File: src/rtl/core/pedo_pkg.sv
// Shared types and constants for the pedometer step detector.
`timescale 1ns / 1ps
`default_nettype none

package pedo_pkg;

    localparam int MAG_W    = 8;
    localparam int SAMPLE_W = 16;
    localparam int COUNT_W  = 32;
    localparam int CFG_IDX_W  = 3;
    localparam int CFG_DATA_W = 8;

    // register indexes of the configuration port
    localparam logic [CFG_IDX_W-1:0] REG_THRESHOLD  = 3'd0;
    localparam logic [CFG_IDX_W-1:0] REG_MIN_GAP    = 3'd1;
    localparam logic [CFG_IDX_W-1:0] REG_MAX_GAP    = 3'd2;
    localparam logic [CFG_IDX_W-1:0] REG_MIN_STREAK = 3'd3;
    localparam logic [CFG_IDX_W-1:0] REG_MAX_RISE   = 3'd4;

    localparam logic [7:0] THRESHOLD_RST  = 8'd94;
    localparam logic [7:0] MIN_GAP_RST    = 8'd9;
    localparam logic [7:0] MAX_GAP_RST    = 8'd30;
    localparam logic [3:0] MIN_STREAK_RST = 4'd7;
    localparam logic [6:0] MAX_RISE_RST   = 7'd19;

    localparam logic [6:0] RISE_SCALE = 7'd100;
    localparam logic [7:0] STREAK_MAX = 8'hff;

    localparam logic OP_SAMPLE = 1'b0;
    localparam logic OP_CLEAR  = 1'b1;

    typedef enum logic [2:0] {
        OUT_BELOW     = 3'd0,
        OUT_TOO_SOON  = 3'd1,
        OUT_RISE_REJ  = 3'd2,
        OUT_TAKEN     = 3'd3,
        OUT_CLEARED   = 3'd4
    } t_outcome;

    // control broadcast to every cell of the rise chain
    typedef struct packed {
        logic             shift;
        logic             clear;
        logic [MAG_W-1:0] rise;
    } t_cell_ctl;

endpackage

`default_nettype wire

File: src/rtl/core/pedometer_step_detector_unit.sv
// Top level of the pedometer step detector: magnitude stage, rise chain, step logic.
//
//  channel   direction  handshake                  payload
//  in        input      i_in_valid / o_in_ready    i_op, i_sample_x/y/z
//  out       output     o_out_valid / i_out_ready  o_step_total, o_steps_added,
//                                                  o_magnitude, o_outcome,
//                                                  o_streak_length
//  cfg       input      i_cfg_we (no wait)         i_cfg_idx, i_cfg_wdata
//
//  One beat per cycle while the output is not stalled; a taken beat lands in
//  the magnitude register, then the decision and state update load the
//  output register, which holds the result until i_out_ready takes it.
//  The rise chain holds HISTORY_DEPTH-2 cells, so the steepest rise is ready
//  in the decision cycle without walking the history.
//  Synchronous reset clears counters and the chain and reloads the register
//  defaults.
//  A stalled output holds both stages; o_in_ready drops only while both
//  stages are full and i_out_ready is low.
`timescale 1ns / 1ps
`default_nettype none

module pedometer_step_detector_unit import pedo_pkg::*; #(
    parameter int HISTORY_DEPTH = 8
) (
    input  logic                       i_clk,
    input  logic                       i_rst_n,
    input  logic                       i_cfg_we,
    input  logic [CFG_IDX_W-1:0]       i_cfg_idx,
    input  logic [CFG_DATA_W-1:0]      i_cfg_wdata,
    input  logic                       i_in_valid,
    output logic                       o_in_ready,
    input  logic                       i_op,
    input  logic signed [SAMPLE_W-1:0] i_sample_x,
    input  logic signed [SAMPLE_W-1:0] i_sample_y,
    input  logic signed [SAMPLE_W-1:0] i_sample_z,
    output logic                       o_out_valid,
    input  logic                       i_out_ready,
    output logic [COUNT_W-1:0]         o_step_total,
    output logic [3:0]                 o_steps_added,
    output logic [MAG_W-1:0]           o_magnitude,
    output logic [2:0]                 o_outcome,
    output logic [7:0]                 o_streak_length
);

    localparam int NCELLS = HISTORY_DEPTH - 2;

    // configuration
    logic [7:0] r_thr, r_min_gap, r_max_gap;
    logic [3:0] r_min_streak;
    logic [6:0] r_max_rise;

    always_ff @(posedge i_clk) begin
        if (!i_rst_n) begin
            r_thr        <= THRESHOLD_RST;
            r_min_gap    <= MIN_GAP_RST;
            r_max_gap    <= MAX_GAP_RST;
            r_min_streak <= MIN_STREAK_RST;
            r_max_rise   <= MAX_RISE_RST;
        end else if (i_cfg_we) begin
            case (i_cfg_idx)
                REG_THRESHOLD:  r_thr        <= i_cfg_wdata;
                REG_MIN_GAP:    r_min_gap    <= i_cfg_wdata;
                REG_MAX_GAP:    r_max_gap    <= i_cfg_wdata;
                REG_MIN_STREAK: r_min_streak <= i_cfg_wdata[3:0];
                REG_MAX_RISE:   r_max_rise   <= i_cfg_wdata[6:0];
                default: begin
                end
            endcase
        end
    end

    // handshake
    logic r_s1_valid, r_out_valid;
    logic out_adv, s1_adv, in_acc;

    assign out_adv    = !r_out_valid || i_out_ready;
    assign s1_adv     = r_s1_valid && out_adv;
    assign o_in_ready = !r_s1_valid || out_adv;
    assign in_acc     = i_in_valid && o_in_ready;

    // stage 1: magnitude
    logic [MAG_W-1:0] w_mag;
    logic             r_s1_op;
    logic [MAG_W-1:0] r_s1_mag;

    pedo_mag u_mag (
        .i_x   (i_sample_x),
        .i_y   (i_sample_y),
        .i_z   (i_sample_z),
        .o_mag (w_mag)
    );

    always_ff @(posedge i_clk) begin
        if (!i_rst_n) begin
            r_s1_valid <= 1'b0;
        end else if (o_in_ready) begin
            r_s1_valid <= i_in_valid;
        end
    end

    always_ff @(posedge i_clk) begin
        if (in_acc) begin
            r_s1_op  <= i_op;
            r_s1_mag <= w_mag;
        end
    end

    // rise chain
    logic [MAG_W-1:0] r_h0, n_h0;
    logic [MAG_W-1:0] new_rise, rise;
    logic [MAG_W-1:0] w_q [NCELLS];
    t_cell_ctl        cell_ctl;
    logic             is_clear;

    assign is_clear = (r_s1_op == OP_CLEAR);
    assign new_rise = (r_s1_mag > r_h0) ? (r_s1_mag - r_h0) : '0;
    assign rise     = (w_q[NCELLS-1] > new_rise) ? w_q[NCELLS-1] : new_rise;

    assign cell_ctl.shift = s1_adv && !is_clear;
    assign cell_ctl.clear = s1_adv && is_clear;
    assign cell_ctl.rise  = new_rise;

    for (genvar k = 0; k < NCELLS; k++) begin : g_cell
        if (k == 0) begin : g_head
            pedo_rise_cell u_cell (
                .i_clk    (i_clk),
                .i_rst_n  (i_rst_n),
                .i_ctl    (cell_ctl),
                .i_left_q ('0),
                .o_q      (w_q[k])
            );
        end else begin : g_body
            pedo_rise_cell u_cell (
                .i_clk    (i_clk),
                .i_rst_n  (i_rst_n),
                .i_ctl    (cell_ctl),
                .i_left_q (w_q[k-1]),
                .o_q      (w_q[k])
            );
        end
    end

    // stage 2: step decision
    logic [COUNT_W-1:0] r_sample_cnt, n_sample_cnt;
    logic [COUNT_W-1:0] r_last_step, n_last_step;
    logic               r_have_prev, n_have_prev;
    logic [7:0]         r_streak, n_streak;
    logic [COUNT_W-1:0] r_step_cnt, n_step_cnt;

    logic [COUNT_W-1:0] gap;
    logic [14:0]        rise_lhs, rise_rhs;
    logic [COUNT_W:0]   step_sum;
    logic [3:0]         added;
    t_outcome           outcome;

    logic [COUNT_W-1:0] r_out_total;
    logic [3:0]         r_out_added;
    logic [MAG_W-1:0]   r_out_mag;
    t_outcome           r_out_outcome;
    logic [7:0]         r_out_streak;

    assign gap      = r_sample_cnt - r_last_step;
    assign rise_lhs = 15'(rise) * 15'(RISE_SCALE);
    assign rise_rhs = 15'(r_max_rise) * 15'(r_s1_mag);

    always_comb begin
        n_sample_cnt = r_sample_cnt;
        n_last_step  = r_last_step;
        n_have_prev  = r_have_prev;
        n_streak     = r_streak;
        n_step_cnt   = r_step_cnt;
        n_h0         = r_h0;
        added        = '0;
        outcome      = OUT_BELOW;
        step_sum     = '0;
        if (is_clear) begin
            n_sample_cnt = '0;
            n_last_step  = '0;
            n_have_prev  = 1'b0;
            n_streak     = '0;
            n_step_cnt   = '0;
            n_h0         = '0;
            outcome      = OUT_CLEARED;
        end else begin
            n_h0         = r_s1_mag;
            n_sample_cnt = r_sample_cnt + 32'd1;
            if (r_s1_mag <= r_thr) begin
                outcome = OUT_BELOW;
            end else if (r_have_prev && gap < {24'd0, r_min_gap}) begin
                outcome = OUT_TOO_SOON;
            end else if (rise_lhs > rise_rhs) begin
                outcome = OUT_RISE_REJ;
            end else begin
                outcome = OUT_TAKEN;
                if (r_have_prev && gap <= {24'd0, r_max_gap}) begin
                    n_streak = (r_streak == STREAK_MAX) ? r_streak : r_streak + 8'd1;
                end else begin
                    n_streak = 8'd1;
                end
                // whole streak credited once it reaches the minimum length
                if (n_streak == {4'd0, r_min_streak}) begin
                    added = r_min_streak;
                end else if (n_streak > {4'd0, r_min_streak}) begin
                    added = 4'd1;
                end
                step_sum    = {1'b0, r_step_cnt} + 33'(added);
                n_step_cnt  = step_sum[COUNT_W] ? '1 : step_sum[COUNT_W-1:0];
                n_have_prev = 1'b1;
                n_last_step = r_sample_cnt;
            end
        end
    end

    always_ff @(posedge i_clk) begin
        if (!i_rst_n) begin
            r_sample_cnt <= '0;
            r_last_step  <= '0;
            r_have_prev  <= 1'b0;
            r_streak     <= '0;
            r_step_cnt   <= '0;
            r_h0         <= '0;
            r_out_valid  <= 1'b0;
        end else begin
            if (s1_adv) begin
                r_sample_cnt <= n_sample_cnt;
                r_last_step  <= n_last_step;
                r_have_prev  <= n_have_prev;
                r_streak     <= n_streak;
                r_step_cnt   <= n_step_cnt;
                r_h0         <= n_h0;
            end
            if (out_adv) begin
                r_out_valid <= r_s1_valid;
            end
        end
    end

    always_ff @(posedge i_clk) begin
        if (s1_adv) begin
            r_out_total   <= n_step_cnt;
            r_out_added   <= added;
            r_out_mag     <= is_clear ? '0 : r_s1_mag;
            r_out_outcome <= outcome;
            r_out_streak  <= n_streak;
        end
    end

    assign o_out_valid     = r_out_valid;
    assign o_step_total    = r_out_total;
    assign o_steps_added   = r_out_added;
    assign o_magnitude     = r_out_mag;
    assign o_outcome       = 3'(r_out_outcome);
    assign o_streak_length = r_out_streak;

    // checks
    a_added_only_taken: assert property (@(posedge i_clk) disable iff (!i_rst_n)
        (r_out_valid && r_out_added != 4'd0) |-> (r_out_outcome == OUT_TAKEN))
        else $error("steps credited without a taken candidate");

    a_taken_sets_prev: assert property (@(posedge i_clk) disable iff (!i_rst_n)
        (s1_adv && outcome == OUT_TAKEN) |=> (r_have_prev && r_streak != 8'd0))
        else $error("taken candidate left no previous step");

    a_count_monotonic: assert property (@(posedge i_clk) disable iff (!i_rst_n)
        (s1_adv && !is_clear) |=> (r_step_cnt >= $past(r_step_cnt)))
        else $error("step count fell without a clear");

    a_clear_zeroes: assert property (@(posedge i_clk) disable iff (!i_rst_n)
        (s1_adv && is_clear) |=> (r_step_cnt == '0 && r_h0 == '0 && w_q[NCELLS-1] == '0))
        else $error("clear left state behind");

endmodule

`default_nettype wire

File: src/rtl/core/pedo_mag.sv
// Approximate vector magnitude of one three-axis sample, scaled to 8 bits.
`timescale 1ns / 1ps
`default_nettype none

module pedo_mag import pedo_pkg::*; (
    input  logic signed [SAMPLE_W-1:0] i_x,
    input  logic signed [SAMPLE_W-1:0] i_y,
    input  logic signed [SAMPLE_W-1:0] i_z,
    output logic        [MAG_W-1:0]    o_mag
);

    logic [15:0] ax, ay, az;
    logic [15:0] s0a, s0b, s1b, s1c, hi, mid, lo;
    logic [19:0] mid15;
    logic [17:0] lo3;
    logic [16:0] sum;

    // absolute values; the most negative code maps to 0x8000, which fits
    assign ax = i_x[15] ? (~i_x + 16'd1) : i_x;
    assign ay = i_y[15] ? (~i_y + 16'd1) : i_y;
    assign az = i_z[15] ? (~i_z + 16'd1) : i_z;

    always_comb begin
        // three compare-exchange steps
        s0a = (ax < ay) ? ay : ax;
        s0b = (ax < ay) ? ax : ay;
        s1b = (s0b < az) ? az : s0b;
        s1c = (s0b < az) ? s0b : az;
        hi  = (s0a < s1b) ? s1b : s0a;
        mid = (s0a < s1b) ? s0a : s1b;
        lo  = s1c;
        mid15 = {mid, 4'd0} - {4'd0, mid};
        lo3   = {1'b0, lo, 1'b0} + {2'd0, lo};
        sum   = {1'b0, hi} + 17'(mid15[19:4]) + 17'(lo3[17:3]);
        // clamp to 16 bits, keep the top byte
        o_mag = sum[16] ? 8'hff : sum[15:8];
    end

endmodule

`default_nettype wire

File: src/rtl/core/pedo_rise_cell.sv
// One cell of the rise chain: running maximum of neighbour rises in the history.
`timescale 1ns / 1ps
`default_nettype none

module pedo_rise_cell import pedo_pkg::*; (
    input  logic             i_clk,
    input  logic             i_rst_n,
    input  t_cell_ctl        i_ctl,
    input  logic [MAG_W-1:0] i_left_q,
    output logic [MAG_W-1:0] o_q
);

    logic [MAG_W-1:0] r_q, n_q;

    always_comb begin
        n_q = r_q;
        if (i_ctl.clear) begin
            n_q = '0;
        end else if (i_ctl.shift) begin
            // pairs move one place older; fold in the newest pair
            n_q = (i_ctl.rise > i_left_q) ? i_ctl.rise : i_left_q;
        end
    end

    always_ff @(posedge i_clk) begin
        if (!i_rst_n) begin
            r_q <= '0;
        end else begin
            r_q <= n_q;
        end
    end

    assign o_q = r_q;

endmodule

`default_nettype wire

File: config.mk
export PLATFORM = sky130hd
export DESIGN_NAME = pedometer_step_detector_unit
export DESIGN_NICKNAME = d
export VERILOG_FILES = /design/src/rtl/core/pedo_pkg.sv /design/src/rtl/core/pedometer_step_detector_unit.sv /design/src/rtl/core/pedo_mag.sv /design/src/rtl/core/pedo_rise_cell.sv
export SDC_FILE = /design/constraint.sdc
export NUM_CORES = 1
export LEC_CHECK = 0
export BUFFER_PORTS_ARGS = -buffer_cell sky130_fd_sc_hd__buf_2
export CAP_MARGIN = 5
export CELL_PAD_IN_SITES_DETAIL_PLACEMENT = 1
export CELL_PAD_IN_SITES_GLOBAL_PLACEMENT = 1
export CORE_MARGIN = 1
export CORE_UTILIZATION = 43
export DETAILED_ROUTE_END_ITERATION = 6
export PLACE_DENSITY = 0.84
export SYNTH_ARGS = -nofsm -noshare
export SYNTH_HDL_FRONTEND = slang
export SYNTH_SLANG_ARGS = --single-unit
File: constraint.sdc
create_clock -name i_clk -period 14.44 [get_ports i_clk]
set_input_delay 0.722 -clock i_clk [delete_from_list [all_inputs] [get_ports i_clk]]
set_output_delay 0.722 -clock i_clk [all_outputs]
set_load 0.01 [all_outputs]
==> Word-level counts from Yosys, hierarchy flattened <==
Cells that the tools add are included.
{ "totals": {"out_inout_bits": 57, "wordCells": 143, "register_bits": 262, "in_bits": 65} }
{ "classes": {"eq_ne": 9, "n_reduce_logical": 22, "multipliers": 2, "n_bitwise": 4, "addsub": 12, "n_mux": 50, "magnitude_cmp": 16} }
{ "op_table": {"columns": ["operator", "count"], "rows": [
  ["$mux 32", 10],
  ["$mux 8", 19],
  ["$mux 16", 9],
  ["$gt 8x8->1", 7],
  ["$add 16x1->16 const B", 3],
  ["$lt 16x16->1", 3],
  ["$not 16->16", 3],
  ["$add 32x4->33", 1],
  ["$add 32x1->32 const B", 1],
  ["$le 32x8->1", 1],
  ["$lt 32x8->1", 1],
  ["$sub 32x32->32", 1],
  ["$mux 4", 5],
  ["$sub 20x16->20", 1],
  ["$add 17x16->18", 1],
  ["$add 16x16->17", 1],
  ["$add 17x15->17", 1],
  ["$gt 15x15->1", 1],
  ["$mul 7x8->15", 1],
  ["$mul 8x5->13 const B", 1],
  ["$reduce_and 2->1", 5],
  ["$add 8x1->8 const B", 1],
  ["$eq 8x4->1", 1],
  ["$eq 8x8->1 const B", 1],
  ["other kinds (19)", 36]
]} }

==> Longest topological paths before layout <==
Gate-level depths: netlist of run 1.
{ "depth": {"ltp_word": 23, "mapped_depth": 67, "depth_no_buf": 56} }

==> Hierarchy <==
A second synthesis of run 1 with hierarchy kept.
{ "unflattened": {"cells_unflattened": 3086, "area_unflattened_um2": 25040.3} }
{ "by_module_without_submodules": {"columns": ["module", "n_inst", "cells_each", "area_each_um2", "seq_area_each_um2"], "rows": [
  ["pedometer_step_detector_unit", 1, 1860, 15884.0, 4924.7],
  ["pedo_mag", 1, 794, 5665.4, 0.0],
  ["pedo_rise_cell", 6, 72, 581.8, 160.2]
]} }

==> Least setup slack after synthesis of run 1 <==
Ideal clock, no wire load.
{ "synth_timing": {"path_kind": "input-to-reg", "startpoint": "input port i_sample_y[6]", "endpoint": "register r_s1_mag[5], data pin", "cell_stages": 57, "n_path_buf": 9, "t_required_ns": 14.179, "path_slack_ns": 0.527, "setup_time_ns": 0.261, "arrival_time_ns": 13.652, "path_cell_list": "or4_1 or3_1 or3_1 o41ai_1 xor2_1 ha_1 a21oi_1 nor2_1 a2111o_1 nor3_2 clkbuf_1 buf_1 mux2i_1 ha_1 a21oi_1 o21ai_0 o211a_1 a211oi_1 (+21 left out) o21ai_0 mux2i_1 a221oi_1 nand3b_1 a31oi_1 xnor2_1 fa_1 ha_1 a21o_1 a211o_1 a21oi_1 nor3b_1 a22o_1 a211oi_1 o31a_1 o21ba_1 xor2_2 nand2_1"} }
{ "synth_between": {"elab_chain_cells": 12, "elab_cells_between_ends": 16, "classes_between": "add/sub (5); order compare (3); mux (7); bitwise (1)"} }
{ "synth_rtl": {"columns": ["element", "line_no", "text"], "rows": [
  ["from (decl)", "pedometer_step_detector_unit.sv:34", "input logic signed [SAMPLE_W-1:0] i_sample_y,"],
  ["$not 16->16", "pedo_mag.sv:20", "assign ay = i_y[15] ? (~i_y + 16'd1) : i_y;"],
  ["$add 16x1->16", "pedo_mag.sv:20", null],
  ["$mux 16 (*)", "pedo_mag.sv:20", null],
  ["$lt 16x16->1", "pedo_mag.sv:25, pedo_mag.sv:26", null],
  ["$mux 16", "pedo_mag.sv:26", "s0b = (ax < ay) ? ax : ay;"],
  ["$lt 16x16->1", "pedo_mag.sv:27, pedo_mag.sv:28", null],
  ["$mux 16", "pedo_mag.sv:27", "s1b = (s0b < az) ? az : s0b;"],
  ["$lt 16x16->1", "pedo_mag.sv:29, pedo_mag.sv:30", null],
  ["$mux 16", "pedo_mag.sv:30", "mid = (s0a < s1b) ? s0a : s1b;"],
  ["$sub 20x16->20", "pedo_mag.sv:32", "mid15 = {mid, 4'd0} - {4'd0, mid};"],
  ["$add 16x16->17", "pedo_mag.sv:34", "sum = {1'b0, hi} + 17'(mid15[19:4]) + 17'(lo3[17:3]);"],
  ["$add 17x15->17 (*)", "pedo_mag.sv:34", null],
  ["to (signal assigned)", "pedometer_step_detector_unit.sv:104", "r_s1_mag <= w_mag;"],
  ["to (decl)", "pedometer_step_detector_unit.sv:84", "logic [MAG_W-1:0] r_s1_mag;"]
]} }
Mark *: on every way between the ends. The rest lies on a longest branch, timed or not.
A chain may end at the register's enable or synchronous reset.

==> Worst setup path after layout of run 1 <==
{ "layout_timing": {"startpoint": "input port i_sample_y[4]", "endpoint": "register r_s1_mag[4], data pin"} }
The elaborated chain is that of the path after synthesis.

==> results.py, run 1 <==
metrics = {
    "critical_path": {
        "worstPathArrival_ps": 13920,
        "required_ps": 14770,
        "critPathKind": "primary input to register",
        "critPathSlowestCell": "nor3_4",
        "cp_common_cell": "a21oi_1",
        "crit_path_max_incr_delay_ps": 560,
        "cp-end-kind": "register",
        "critPathLaunchType": "primary input",
        "crit_path_max_fanout": 31,
    },
    "logic_synthesis": {
        "synth-simple-area-share": 0.2053,
        "synthFlopType": "dfxtp_1",
        "yosys.area_share.adder": 0.1911,
        "synth.yosys.seq_area_share": 0.2478,
        "synthArstFlopShare": 0,
        "ys_seq_elements": 262,
        "synth_xor_area_frac": 0.05858,
        "syn_nets": 3366,
        "yosys_warnings": 0,
        "syn_inst": 2970,
        "avgSynthCellArea_sq_um": 7.997,
        "synth-compound-area-share": 0.1935,
        "synth_edf_count": 64,
        "synthMuxAreaShare": 0.03851,
        "synth_top_family_by_area": "simple AND/OR/NAND/NOR gates",
        "ys_types": 92,
        "syn-cell-area_sq_um": 23750,
    },
    "placement": {
        "gp_congestion": 0.9070,
        "io_buffer_count": 121,
        "dp_hpwl_mm": 55.95,
    },
    "clocking": {
        "clk_pin_slew_ps": 60,
        "cts_tree": "yes",
        "clk_latency_ps": 590,
        "postCtsSetupBuffers": 0,
        "cts_root_buf": "clkbuf_16",
        "ctsResizeCount": 0,
        "clock_path_buffers": 3,
        "cts_made_buffers": 31,
        "clock_sinks": 262,
        "htree_levels": 1,
        "cts_hold_buf": 0,
    },
    "sta": {
        "drv_slew": 0,
        "worst_slew_margin_rel": 0.2216,
        "setup-violations-final": 0,
        "worst_pin_slew_ps": 1164,
        "fin_crit_sh": 0.9408,
        "fin_crit_ps": 13590,
        "max_freq_mhz": 73.61,
        "rsz0062_at_grt": "no",
        "skew_ps": 26.35,
        "finalHoldViolCount": 0,
        "final.setup.tns_ps": 0,
    },
    "finish": {
        "layout_commonest_cell": "nand2_1",
        "areaGrowthSynthToFinish_pct": 9.287,
        "final_cell_mix": "nand2_1, ha_1, inv_1, nor2_1, a21oi_1",
        "drive_gt1_frac": 0.08013,
        "nets": 3416,
    },
    "drt": {
        "first_pass_iters": 5,
        "vias": 22080,
        "drc_errors": 0,
        "wl_mm": 73.15,
        "vias_per_cell": 5.901,
        "wl_per_cell_um": 19.55,
        "drt_iter0_drc": 1090,
        "antenna_left": 0,
    },
    "global_route": {
        "grt_pass1_wl_mm": 119.3,
        "grt.overflow.total": 0,
        "grt_max_degree": 89,
        "grt_usage": 0.2572,
        "antenna_found_initial": 7,
        "grt_pass1_vias": 23280,
    },
    "run": {
        "drv_cap": 0,
    },
    "die": {
        "die_h_um": 237.0,
        "rows": 85,
        "core_sq_um": 54240,
        "die_w_um": 237.0,
        "ios": 122,
        "start_util": 0.4379,
        "die-area_sq_um": 56180,
    },
    "outcome": {
        "outcome": "completed",
    },
    "min_path": {
        "min_path_type": "primary input to register",
    },
}
## metal layers
layer,vias to the layer above,wire length [um],GRT usage
li1,10590,-,-
met4,10,2178,0.08205
met5,-,67,0
met1,10890,31960,0.3161
met2,459,36300,0.4653
met3,130,2646,0.02914
## worst paths after layout
check | from | to | slack (ps) | cells past startpoint
min | i_op | is_clear | 330 | 1
min reg2reg | r_last_step[10] | r_last_step[10] | 460 | 2
max reg2reg | r_s1_mag[0] | o_step_total[9] | 2940 | 44
max | i_sample_y[4] | r_s1_mag[4] | 850 | 53
## cell families after synthesis
kind of cell | after synthesis
XOR/XNOR | 158
adder cells (fa/ha/maj) | 334
multiplexers | 89
buffers and inverters | 401
flip-flops | 262
AND/OR/NAND/NOR | 1002
AO/OA/AOI/OAI | 724
## cells in the mapped netlist (45+ instances only)
library cell	count	share of area
nand2_1	291	0.046
ha_1	282	0.15
inv_1	274	0.043
nor2_1	240	0.038
a21oi_1	212	0.045
dfxtp_1	198	0.17
o21ai_0	133	0.028
clkbuf_1	94	0.015
nand3_1	94	0.020
xor2_1	88	0.032
mux2i_1	79	0.033
xnor2_1	69	0.025
edfxtp_1	64	0.081
a211oi_1	62	0.020
o21ai_1	54	0.011
a21o_1	52	0.016
fa_1	49	0.041
and2_1	46	0.012
nand2b_1	45	0.012
## final cells by class
class | instances | area [sq um]
Timing Repair Buffer | 142 | 763.2
Clock inverter | 21 | 240.2
Tap cell | 696 | 870.8
Sequential cell | 262 | 5886
Clock buffer | 37 | 798.3
Inverter | 276 | 1037
Antenna cell | 1 | 2.502
Fill cell | 6577 | 28280
Multi-Input combinational cell | 2307 | 16360
## sequential cells by signal, indices dropped and copies added, names as in the netlist
register	flops
o_magnitude	8
g_cell.g_body.u_cell.o_q	40
r_streak	8
r_thr	8
g_cell.g_head.u_cell.o_q	8
o_step_total	32
r_max_rise	7
r_h0	8
o_steps_added	4
r_s1_mag	8
r_min_gap	8
o_streak_length	8
r_have_prev	1
r_s1_valid	1
o_out_valid	1
r_min_streak	4
is_clear	1
o_outcome	3
r_step_cnt	32
r_sample_cnt	32
r_max_gap	8
r_last_step	32
## per-stage QoR
stage | setup slack (ps) | instance area (sq um) | utilization | cells | hold WS [ps]
finish | 854.7 | 25960 | 0.4786 | 3742 | 326.7
detailed placement | 118.1 | 24910 | 0.4592 | 3683 | 455.4
global route | 23.93 | 25960 | 0.4786 | 3742 | 304.2
floorplan | 527.4 | 23750 | - | 2970 | 424.4
global placement | 580.7 | 24910 | 0.4592 | 3683 | 445.1
CTS | 696.0 | 25940 | 0.4783 | 3741 | 297.5
## worst max-delay path: cells and delay by family
family	cells	cell delay, ps
AO/OA/AOI/OAI	28	5650
AND/OR/NAND/NOR	12	3310
adder cells (fa/ha/maj)	6	2160
XOR/XNOR	2	760
multiplexers	2	710
buffers and inverters	3	530
Power of run 1 is not shown: default switching activity piles up to over one toggle a cycle in this logic, so the estimate is an artifact.
==> inputs of run 2 (changes only) <==
BUFFER_PORTS_ARGS = default   (was -buffer_cell sky130_fd_sc_hd__buf_2)
CORE_UTILIZATION = 40   (was 43)
DONT_BUFFER_PORTS = 1   (was default)
PLACE_DENSITY = 0.77   (was 0.84)
==> run 2 against run 1 <==
Net effect:
- cell count decreased by 1.4%
- first-iteration DRC count decreased by 7.3%
- largest cell class unchanged
- highest routed layer is now met4
- register-to-register slack got worse by 40 ps
- die area increased by 7.4%
==> results.py, run 2 (synthesis gave the netlist of run 1 again) <==
metrics = {
    "die": {
        "ios": 122,
        "die_w_um": 245.7,
        "rows": 88,
        "core_sq_um": 58140,
        "die_h_um": 245.7,
        "die-area_sq_um": 60360,
        "start_util": 0.4086,
    },
    "critical_path": {
        "required_ps": 14780,
        "cp-end-kind": "register",
        "r2r-start": "r_s1_mag[0]",
        "crit_path_max_fanout": 31,
        "crit_path_max_incr_delay_ps": 650,
        "cp_common_cell": "a21oi_1",
        "critPathSlowestCell": "and3_2",
        "critPathLaunchType": "primary input",
        "worstRegToRegCells": 44,
        "worstPathArrival_ps": 13660,
        "r2r_end": "r_last_step[27]",
        "r2r_slack_ps": 2900,
        "critPathKind": "primary input to register",
    },
    "clocking": {
        "cts_made_buffers": 30,
        "clock_sinks": 262,
        "clk_pin_slew_ps": 60,
        "ctsResizeCount": 0,
        "clk_latency_ps": 600,
        "htree_levels": 1,
        "clock_path_buffers": 3,
        "cts_hold_buf": 0,
        "cts_root_buf": "clkbuf_16",
        "postCtsSetupBuffers": 0,
        "cts_tree": "yes",
    },
    "drt": {
        "wl_mm": 73.64,
        "drc_errors": 0,
        "first_pass_iters": 5,
        "vias_per_cell": 5.841,
        "vias": 21550,
        "wl_per_cell_um": 19.96,
        "antenna_left": 0,
        "drt_iter0_drc": 1010,
    },
    "finish": {
        "final_cell_mix": "nand2_1, ha_1, inv_1, nor2_1, a21oi_1",
        "layout_commonest_cell": "nand2_1",
        "nets": 3296,
        "largest_register_ffs": 40,
        "n_antenna_cell": 0,
        "areaGrowthSynthToFinish_pct": 7.111,
        "drive_gt1_frac": 0.04275,
        "final_core_util": 0.4376,
    },
    "global_route": {
        "grt.overflow.total": 0,
        "grt_max_degree": 89,
        "antenna_found_initial": 0,
        "grt_pass1_wl_mm": 120.3,
        "grt_usage": 0.2429,
        "grt_pass1_vias": 23220,
    },
    "sta": {
        "worst_pin_slew_ps": 1152,
        "setup-violations-final": 0,
        "final.setup.tns_ps": 0,
        "worst_slew_margin_rel": 0.2266,
        "max_freq_mhz": 75.08,
        "rsz0062_at_grt": "no",
        "finalHoldViolCount": 0,
        "fin_crit_sh": 0.9223,
        "drv_slew": 0,
        "skew_ps": 49.62,
        "fin_crit_ps": 13320,
    },
    "min_path": {
        "holdCritStartpoint": "i_rst_n",
        "min_path_type": "primary input to register",
        "min_to": "r_max_rise[1]",
        "hold_depth": 1,
    },
    "placement": {
        "io_buffer_count": 0,
        "gp_congestion": 0.9347,
        "dp_hpwl_mm": 56.54,
    },
    "outcome": {
        "outcome": "completed",
    },
    "run": {
        "drv_cap": 0,
    },
}
-- run 2: worst max path at each step --
| stage | from | slack, ps | to |
|---|---|---|---|
| global route | i_sample_y[6] | 10 | r_s1_mag[1] |
| CTS | i_sample_y[6] | 1220 | r_s1_mag[0] |
| global placement | i_sample_y[6] | 950 | r_s1_mag[5] |
| finish | i_sample_y[6] | 1120 | r_s1_mag[0] |
| detailed placement | i_sample_y[6] | 600 | r_s1_mag[0] |
| floorplan | i_sample_y[6] | 530 | r_s1_mag[5] |
-- run 2: worst max-delay path: cells and delay by family --
family	cells	cell delay, ps
compound gates	29	5960
simple gates	12	3090
xor+xnor	2	760
mux	1	290
fa+ha+maj	6	2150
buf+inv	3	650
-- run 2: area by class of cell --
class                      instances  area [sq um]
sequential                       262          5886
inverter                         276          1037
fill                            7106         32700
clock inverter                    17         216.5
tap                              765         957.2
multi-input combinational       2307         16360
timing repair buffer              23         172.7
clock buffer                      39         814.5
-- run 2: per-layer routing --
metal / global-route usage / vias to the layer above / wire length (um)
li1: - / 10340 / -
met1: 0.3063 / 10690 / 32890
met2: 0.4346 / 399 / 36210
met3: 0.02772 / 116 / 2792
met4: 0.06376 / 0 / 1752
met5: 0 / - / 0
-- run 2: per-stage QoR --
| step | hold WS, ps | setup slack (ps) | instances | cell area (sq um) |
|---|---|---|---|---|
| after floorplan | 424.4 | 527.4 | 2970 | 23750 |
| after global placement | 443.8 | 954.1 | 3633 | 24410 |
| after detailed placement | 451.2 | 603.6 | 3633 | 24410 |
| after CTS | 181.6 | 1217 | 3689 | 25440 |
| after global routing | 190.6 | 9.647 | 3689 | 25440 |
| final | 215.1 | 1121 | 3689 | 25440 |
Power of run 2 is left out for the same reason.
